**config.mk**
```make
export PLATFORM = sky130hd
export DESIGN_NAME = rpd_pre
export DESIGN_NICKNAME = d
export VERILOG_FILES = /design/src/design/rpd_pkg.sv /design/src/design/rpd_pre.sv
export SDC_FILE = /design/constraint.sdc
export NUM_CORES = 1
export LEC_CHECK = 0
export BUFFER_PORTS_ARGS = -buffer_cell sky130_fd_sc_hd__buf_2
export CAP_MARGIN = 20
export CORE_UTILIZATION = 30
export CTS_CLUSTER_DIAMETER = 40
export DETAILED_ROUTE_END_ITERATION = 10
export PLACE_DENSITY = 0.54
export SYNTH_ARGS = -nofsm -noshare
export SYNTH_HDL_FRONTEND = slang
export SYNTH_SLANG_ARGS = --single-unit
```
**constraint.sdc**
```tcl
create_clock -name clk -period 6.4 [get_ports clk]
set_input_delay 0.64 -clock clk [delete_from_list [all_inputs] [get_ports clk]]
set_output_delay 0.64 -clock clk [all_outputs]
set_load 0.05 [all_outputs]
```
**src/design/rpd_pkg.sv**
```systemverilog
// Shared types and constants for the relative pose delta unit.
// Holds the transaction structs, fixed-point widths and the CORDIC arctangent table.
// No dependencies.
package rpd_pkg;

	localparam int POS_W = 32;
	localparam int ANG_W = 16;
	localparam int DELTA_W = POS_W + 1;
	localparam int ZBASE_W = 32;
	localparam int Z_W = ZBASE_W + 1;
	localparam int TRIG_W = 34;
	localparam int TRIG_FRAC = 30;
	localparam int CORDIC_STEPS = 30;
	localparam int ITER_PER_STAGE = 2;
	localparam int CORDIC_STAGES = CORDIC_STEPS / ITER_PER_STAGE;
	localparam int PROD_W = DELTA_W + TRIG_W;
	localparam int SUM_W = PROD_W + 1;
	localparam int SHIFT_W = SUM_W - TRIG_FRAC;

	// Reciprocal of the CORDIC gain in Q4.30.
	localparam logic signed [TRIG_W-1:0] CORDIC_K = TRIG_W'(34'sh026DD3B6A);
	localparam logic signed [SUM_W-1:0] ROUND_HALF = SUM_W'(1) <<< (TRIG_FRAC - 1);
	localparam logic signed [SHIFT_W-1:0] POS_MAX = SHIFT_W'((64'sd1 <<< (POS_W - 1)) - 1);
	localparam logic signed [SHIFT_W-1:0] POS_MIN = -POS_MAX - SHIFT_W'(1);

	// Arctangent of 2^-i as a fraction of a full turn, scaled by 2^32.
	localparam logic [ZBASE_W-1:0] ATAN_TURNS [CORDIC_STEPS] = '{
		32'h20000000, 32'h12E4051E, 32'h09FB385B, 32'h051111D4, 32'h028B0D43,
		32'h0145D7E1, 32'h00A2F61E, 32'h00517C55, 32'h0028BE53, 32'h00145F2F,
		32'h000A2F98, 32'h000517CC, 32'h00028BE6, 32'h000145F3, 32'h0000A2FA,
		32'h0000517D, 32'h000028BE, 32'h0000145F, 32'h00000A30, 32'h00000518,
		32'h0000028C, 32'h00000146, 32'h000000A3, 32'h00000051, 32'h00000029,
		32'h00000014, 32'h0000000A, 32'h00000005, 32'h00000003, 32'h00000001
	};

	typedef struct packed {
		logic signed [POS_W-1:0] cur_x;
		logic signed [POS_W-1:0] cur_y;
		logic signed [ANG_W-1:0] cur_heading;
		logic signed [POS_W-1:0] prev_x;
		logic signed [POS_W-1:0] prev_y;
		logic signed [ANG_W-1:0] prev_heading;
	} pose_t;

	typedef struct packed {
		logic signed [POS_W-1:0] forward;
		logic signed [POS_W-1:0] lateral;
		logic signed [ANG_W-1:0] turn;
		logic saturated;
	} delta_t;

	typedef struct packed {
		logic signed [DELTA_W-1:0] dx;
		logic signed [DELTA_W-1:0] dy;
		logic signed [ANG_W-1:0] turn;
		logic signed [TRIG_W-1:0] x;
		logic signed [TRIG_W-1:0] y;
		logic signed [Z_W-1:0] z;
	} rot_item_t;

endpackage

```
**src/design/rpd_pre.sv**
```systemverilog
// Front stage: position differences, heading change and CORDIC start vector.
// Depends on rpd_pkg.
module rpd_pre (
	input  logic clk,
	input  logic arst_n,
	input  logic in_valid,
	output logic in_ready,
	input  rpd_pkg::pose_t in_item,
	output logic out_valid,
	input  logic out_ready,
	output rpd_pkg::rot_item_t out_item
);

	logic valid_s1;
	rpd_pkg::rot_item_t item_s1;
	rpd_pkg::rot_item_t start;
	logic [rpd_pkg::ZBASE_W-1:0] z_raw;
	logic fold;

	assign in_ready = !valid_s1 || out_ready;

	always_comb begin
		z_raw = {in_item.prev_heading, {(rpd_pkg::ZBASE_W - rpd_pkg::ANG_W){1'b0}}};
		// Outside the right half plane: move by half a turn and negate the start vector.
		fold = z_raw[rpd_pkg::ZBASE_W-1] ^ z_raw[rpd_pkg::ZBASE_W-2];
		start.dx = rpd_pkg::DELTA_W'(in_item.cur_x) - rpd_pkg::DELTA_W'(in_item.prev_x);
		start.dy = rpd_pkg::DELTA_W'(in_item.cur_y) - rpd_pkg::DELTA_W'(in_item.prev_y);
		start.turn = in_item.cur_heading - in_item.prev_heading;
		start.x = fold ? -rpd_pkg::CORDIC_K : rpd_pkg::CORDIC_K;
		start.y = '0;
		start.z = rpd_pkg::Z_W'($signed({z_raw[rpd_pkg::ZBASE_W-1] ^ fold,
			z_raw[rpd_pkg::ZBASE_W-2:0]}));
	end

	always_ff @(posedge clk or negedge arst_n) begin
		if (!arst_n) begin
			valid_s1 <= 1'b0;
		end else if (in_ready) begin
			valid_s1 <= in_valid;
		end
	end

	always_ff @(posedge clk) begin
		if (in_ready && in_valid) begin
			item_s1 <= start;
		end
	end

	assign out_valid = valid_s1;
	assign out_item = item_s1;

endmodule

```
=== After elaboration in Yosys (flattened, before gate mapping) ===
Index checks and enable logic that the tools add are counted.

* Bits of input ports: 164
* Output and inout port bits: 185
* Flip-flop bits (word level): 133

* Mux-type cells: 1
* Reduce and logical (&&, ||, !) cells: 3
* Add/sub/neg operators: 3
* Bitwise logic cells: 2

{| class="wikitable"
|+ Operator list
! cell !! number
|-
| $sub 32x32->33 || 2
|-
| $mux 34 || 1
|-
| $sub 16x16->16 || 1
|-
| $xor 1x1->1 || 2
|-
| $logic_and 1x1->1 || 1
|-
| $logic_not 1->1 || 1
|-
| $logic_or 1x1->1 || 1
|}

=== Depth between registers and ports, before layout ===
Gate-level depths: netlist (run 1).

* Word-level depth: 3
* Gate-level depth with buffers: 10

=== Worst setup path before layout (run 1) ===
Ideal clock, no wire load.

* Path type: input-to-reg
* From: input out_ready
* To: register item_s1, in the netlist out_item[101], enable pin
* Buffers on the path: 0
* Stages on the path: 2
* Library setup time: 0.470 ns
* Slack: 2.436 ns
* Data arrival time: 3.495 ns
* Path through: nand2b_1 -> and2_1

* Longest elaborated chain between the ends: 2

{| class="wikitable"
|+ RTL lines
! item !! line !! source
|-
| start, declared || rpd_pre.sv:10 || <nowiki>input logic out_ready,</nowiki>
|-
| $logic_or 1x1->1 || rpd_pre.sv:20 || <nowiki>assign in_ready = !valid_s1 || out_ready;</nowiki>
|-
| $logic_and 1x1->1 || rpd_pre.sv:44 || <nowiki>if (in_ready && in_valid) begin</nowiki>
|-
| end signal, assigned || rpd_pre.sv:45 || <nowiki>item_s1 <= start;</nowiki>
|-
| end, declared || rpd_pre.sv:15 || <nowiki>rpd_pkg::rot_item_t item_s1;</nowiki>
|}

Every way passes these cells.
A chain may end at the register's enable or synchronous reset.

==> impl_metrics.yaml, run 1 <==
setup_path:
  crit_path_end_kind: "flop"
  reg2regPathDepth: 3
  cp-start-kind: "primary input"
  critPathKind: "primary input to flop"
  worstReg2RegEnd: "out_item[165]$_DFFE_PP_"
  cp_max_fo: 5
  ff2ff_setup_slack_ps: 4190
  rr_startpoint: "out_valid$_DFFE_PN0N_"
  cp.required_ps: 6510
  arrival_ps: 3040
power_and_ir_drop:
  power.total_uw: 2350
  powerDensity_nw_per_um2: 238
  p_leak_uw: 0.00478
  irDropWorstVdd_mv: 0.116
synthesis:
  async_flop_share_pct: 0.990
  synth_area_um2: 8200
  synth-edff-count: 100
  synth-main-ff-cell: "edfxtp_1"
  ys_warn_count: 0
  avgSynthCellArea_um2: 9.51
  yosysSeqAreaShare_pct: 36.9
  synth_cell_types: 72
  ys_ff_latch: 101
  synth_cells: 862
routing:
  drtIter0Drc: 328
  vias: 6904
  first_pass_iters: 5
  wl_per_cell_um: 14.2
  drt_wl_total_mm: 21.0
  antenna_left: 0
  viasPerCell: 4.69
  route.detailed.drc: 0
clock_tree:
  cts_tree: "yes"
  cts_made_buffers: 9
  clkSinkCount: 101
  postCtsHoldBufs: 0
  path_clk_slew_ps: 80
  post_cts_buffers: 0
  clock_path_buffers: 2
  cts_root_buf: "clkbuf_16"
  ctsResizeCount: 0
  htree_levels: 3
  clk_latency_ps: 350
finish:
  fill_cells: 2808
  multi_input_area_um2: 4310
  final_cell_mix: "296 x buf_2, 100 x edfxtp_1, 98 x inv_1"
  seq_area_um2: 3030
  area_growth_pct: 20.8
  diodes: 0
  fin_nets: 1372
  final_common_cell: "buf_2"
  fin_area_um2: 9900
  drive_gt1_share_pct: 29.9
global_route:
  grt_max_degree: 53
  grt.overflow.total: 0
  antenna_found_initial: 0
  grt_pass1_wl_mm: 32.6
  gr-usage-all-layers_pct: 14.6
  grt_pass1_vias: 6364
sta:
  setup_violations: 0
  max_slew_margin_pct: 49.5
  worstMarginPinSlew_ps: 738
  min_period_ps: 2940
  fmax_mhz: 341
  finalHoldViolCount: 0
  grt_setup_unrepaired: "no"
  drv_slew: 0
  tns_ps: 0
  skew_ps: 7.79
  finalCritPeriodShare_pct: 45.9
run:
  cap_viol_max_count: 0
place:
  dp.final_hpwl_mm: 17.3
  io_buffers: 296
  place_congestion: 0.871
  placed_cell_area_um2: 9630
floorplanning:
  initial_core_util_pct: 30.5
  core_area_um2: 26900
  dieArea_um2: 28000
  ioPinCount: 349
  die_w_um: 167
  die_y_um: 167
  row_count: 60
status:
  status: "complete, no violations"
min_path:
  hp-class: "primary input to asynchronous set/reset pin"
-- worst max-delay path by stage --
| stage | from | to | slack [ps] |
|---|---|---|---|
| CTS | in_item[48] | out_item[182]$_DFFE_PP_ | 3450 |
| finish | in_item[48] | out_item[182]$_DFFE_PP_ | 3460 |
| global placement | in_item[48] | out_item[182]$_DFFE_PP_ | 3160 |
| detailed placement | in_item[48] | out_item[182]$_DFFE_PP_ | 3060 |
| global route | in_item[48] | out_item[182]$_DFFE_PP_ | 3270 |
| floorplan | out_ready | out_item[101]$_DFFE_PP_ | 2440 |
-- sequential cells by signal (all words and copies together), names as in the netlist --
name       flops
out_valid      1
out_item     100
-- metrics by stage --
step           util, %  hold WS (ps)  worst slack, ps  std cells
2_1_floorplan        -           344             2440        912
3_3_place_gp      35.8           416             3160       1456
3_5_place_dp      35.8           418             3060       1456
4_1_cts           36.9          31.4             3450       1472
5_1_grt           36.9          33.1             3270       1472
6_report          36.9          50.8             3460       1472
-- power by group --
part	switching, µW	total [µW]	internal [µW]
Combinational	681	968	287
Clock	271	541	270
Sequential	18.6	845	827
-- cells in the mapped netlist (7+ instances only) --
library cell / n / area, µm²
edfxtp_1: 100 / 3000
inv_1: 98 / 368
buf_4: 83 / 623
ha_1: 79 / 988
a21oi_1: 70 / 350
nand2_1: 49 / 184
nor2_1: 44 / 165
xnor2_1: 41 / 359
o21ai_0: 39 / 195
a21o_1: 29 / 218
xor2_1: 22 / 193
nand3_1: 16 / 80.1
nor2b_1: 14 / 87.6
nor3_1: 14 / 70.1
o211ai_1: 14 / 105
o21a_1: 13 / 97.6
and3_1: 10 / 62.6
nand2b_1: 8 / 50.1
nand4_1: 8 / 50.1
a31oi_1: 7 / 43.8
-- critical path, stage by stage --
cell and delay (ps):
buf_2 100, ha_1 220, fa_1 410, nor2b_1 180
o31a_1 210, o21ai_0 190, o21ai_1 440, a21oi_1 170
or2_2 330, a2bb2oi_1 160
-- cell families (layout without fill, tap and decap cells) --
logic type / Yosys count / count (layout) / share of synthesized area, %
buffers and inverters: 192 / 411 / 12.8
multiplexers: 3 / 3 / 0.366
XOR/XNOR: 63 / 63 / 6.73
other: 2 / 52 / 0.0916
flip-flops: 101 / 101 / 36.9
AND/OR/NAND/NOR: 182 / 182 / 10.8
adder cells (fa/ha/maj): 82 / 82 / 12.8
AO/OA/AOI/OAI: 237 / 237 / 19.5
-- area by class of cell --
class                   count  share of cell area [%]
multi-input cells         619                    43.6
clock inverters             7                   0.543
inverters                  98                    3.71
repair buffers            297                    15.0
flip-flops and latches    101                    30.6
clock buffers               9                    2.27
well taps                 341                    4.31
-- layer usage --
| layer | track usage (%) | share of wire [%] | vias up |
|---|---|---|---|
| li1 | - | - | 3480 |
| met1 | 18.2 | 45 | 3146 |
| met2 | 25.8 | 48 | 252 |
| met3 | 1.49 | 4.5 | 26 |
| met4 | 5.27 | 2.2 | 0 |
| met5 | 0 | 0 | - |
Power figures use the tool's default switching activity.
==> run 2: changes to the inputs <==
--- a/config.mk
+++ b/config.mk
@@ -10,7 +10,7 @@
 export CORE_UTILIZATION = 30
 export CTS_CLUSTER_DIAMETER = 40
 export DETAILED_ROUTE_END_ITERATION = 10
-export PLACE_DENSITY = 0.54
+export PLACE_DENSITY = 0.56
 export SYNTH_ARGS = -nofsm -noshare
 export SYNTH_HDL_FRONTEND = slang
 export SYNTH_SLANG_ARGS = --single-unit
==> constraint.sdc (replaced) <==
create_clock -name clk -period 2.7 [get_ports clk]
set_input_delay 0.27 -clock clk [delete_from_list [all_inputs] [get_ports clk]]
set_output_delay 0.27 -clock clk [all_outputs]
set_load 0.05 [all_outputs]
==> run 2 against run 1 <==
Against the previous run: sequential power rose by 140%; critical path depth is the same; first-iteration DRC count rose by 10%; register-to-register slack worse by 3100 ps; worst setup slack got worse by 3200 ps.
==> impl_metrics.yaml, run 2 (synthesis results as in run 1) <==
status:
  status: "complete, no violations"
sta:
  hold_slack_ps: 106
  finalHoldViolCount: 0
  grt_setup_unrepaired: "no"
  fmax_mhz: 415
  drv_slew: 0
  setup_violations: 0
  skew_ps: 7.69
  worstMarginPinSlew_ps: 624
  finalCritPeriodShare_pct: 89.2
  max_slew_margin_pct: 57.3
  min_period_ps: 2410
clock_tree:
  cts_made_buffers: 9
  clk_latency_ps: 350
  clkSinkCount: 101
  cts_tree: "yes"
  cts_root_buf: "clkbuf_16"
  path_clk_slew_ps: 80
  ctsResizeCount: 0
  clock_path_buffers: 2
  htree_levels: 3
setup_path:
  critPathKind: "primary input to flop"
  cp-start-kind: "primary input"
  crit_path_end_kind: "flop"
  arrival_ps: 2490
  cp_max_fo: 6
  cp.required_ps: 2790
floorplanning:
  row_count: 60
  dieArea_um2: 28000
  die_w_um: 167
  ioPinCount: 349
  die_y_um: 167
  core_area_um2: 26900
  initial_core_util_pct: 30.5
place:
  placed_cell_area_um2: 9900
  place_congestion: 0.849
  io_buffers: 296
  dp.final_hpwl_mm: 17.5
global_route:
  grt_max_degree: 46
  grt_use_met3_pct: 1.87
  antenna_found_initial: 1
  use_met1_pct: 18.8
  busiest_layer: "met2"
  grt_pass1_vias: 6609
  grt_util_met2_pct: 26.1
  grt.overflow.total: 0
  grt_pass1_wl_mm: 33.8
  gr-usage-all-layers_pct: 14.9
power_and_ir_drop:
  powerDensity_nw_per_um2: 563
  irDropWorstVdd_mv: 0.252
  p_leak_uw: 0.00497
finish:
  largest_reg_flops: 100
  fill_cells: 2780
  final_common_cell: "buf_2"
  seq_area_um2: 3030
  fin_nets: 1408
  final_cell_mix: "296 x buf_2, 100 x edfxtp_1, 98 x inv_1"
  area_growth_pct: 24.6
  fin_area_um2: 10200
  drive_gt1_share_pct: 32.0
  multi_input_area_um2: 4310
routing:
  vias: 6963
  viasPerCell: 4.61
  wl_per_cell_um: 14.0
  antenna_left: 0
  drt_wl_total_mm: 21.1
  drtIter0Drc: 362
  route.detailed.drc: 0
  first_pass_iters: 4
run:
  cap_viol_max_count: 0
min_path:
  hp-class: "primary input to flop"
## run 2: cell count changes in the layout (fill, tap and decap cells not counted), sizes merged
cell | previous run | this run
diode | 0 | 1
buf | 297 | 332
inv | 102 | 101
bufinv | 0 | 1
dlygate4sd3 | 0 | 1
## run 2: repair_timing
item | 4_1_cts | 5_1_grt
buffers inserted | 0 | 0
hold buffers | 1 | 0
endpoints found under the hold margin | 1 | 0
## run 2: stage by stage
stage | setup TNS (ps) | worst slack [ps] | util, % | cells | power, µW
final | 0 | 292 | 38.0 | 1509 | 5750
after global routing | 0 | 154 | 38.0 | 1509 | 6070
after CTS | 0 | 300 | 38.0 | 1508 | 5830
after detailed placement | -243 | -95.8 | 36.8 | 1491 | 4420
after global placement | -43.9 | -18.4 | 36.8 | 1491 | 4410
after floorplan | 0 | 275 | - | 912 | 3890
## run 2: worst paths after layout
check | startpoint | end | slack, ps | cells past startpoint
worst max-delay path | in_item[16] | out_item[149]$_DFFE_PP_ | 290 | 10
worst min-delay path | in_item[3] | out_item[19]$_DFFE_PP_ | 110 | 1
worst max register to register | out_valid$_DFFE_PN0N_ | out_item[163]$_DFFE_PP_ | 1120 | 3
worst min register to register | out_valid$_DFFE_PN0N_ | out_valid$_DFFE_PN0N_ | 550 | 2
max in group asynchronous | arst_n | out_valid$_DFFE_PN0N_ | 2400 | 2
min in group asynchronous | arst_n | out_valid$_DFFE_PN0N_ | 220 | 2
## run 2: power breakdown
group	internal, µW	total, µW	switching, µW
logic	747	2380	1630
registers	1960	2000	42.1
clock network	734	1380	644
total	3440	5750	2320
## run 2: area by class of cell
type / instances / share of cell area, %
Antenna cell: 1 / 0.0245
Clock buffer: 9 / 2.20
Clock inverter: 7 / 0.784
Inverter: 98 / 3.60
Multi-Input combinational cell: 619 / 42.2
Sequential cell: 101 / 29.6
Tap cell: 341 / 4.18
Timing Repair Buffer: 333 / 17.4
## run 2: routing by layer
layer	vias up	wire length, µm
met5	-	0
met4	0	347
met3	17	954
met2	226	10300
met1	3169	9560
li1	3551	-
## run 2: worst max-delay path: stages
cell       delay, ps
buf_2            100
ha_1             220
fa_1             420
nand2b_1         200
a21oi_2          180
a2111oi_2         90
o31ai_4          410
a211oi_2         140
o31ai_2          350
a21oi_1          110
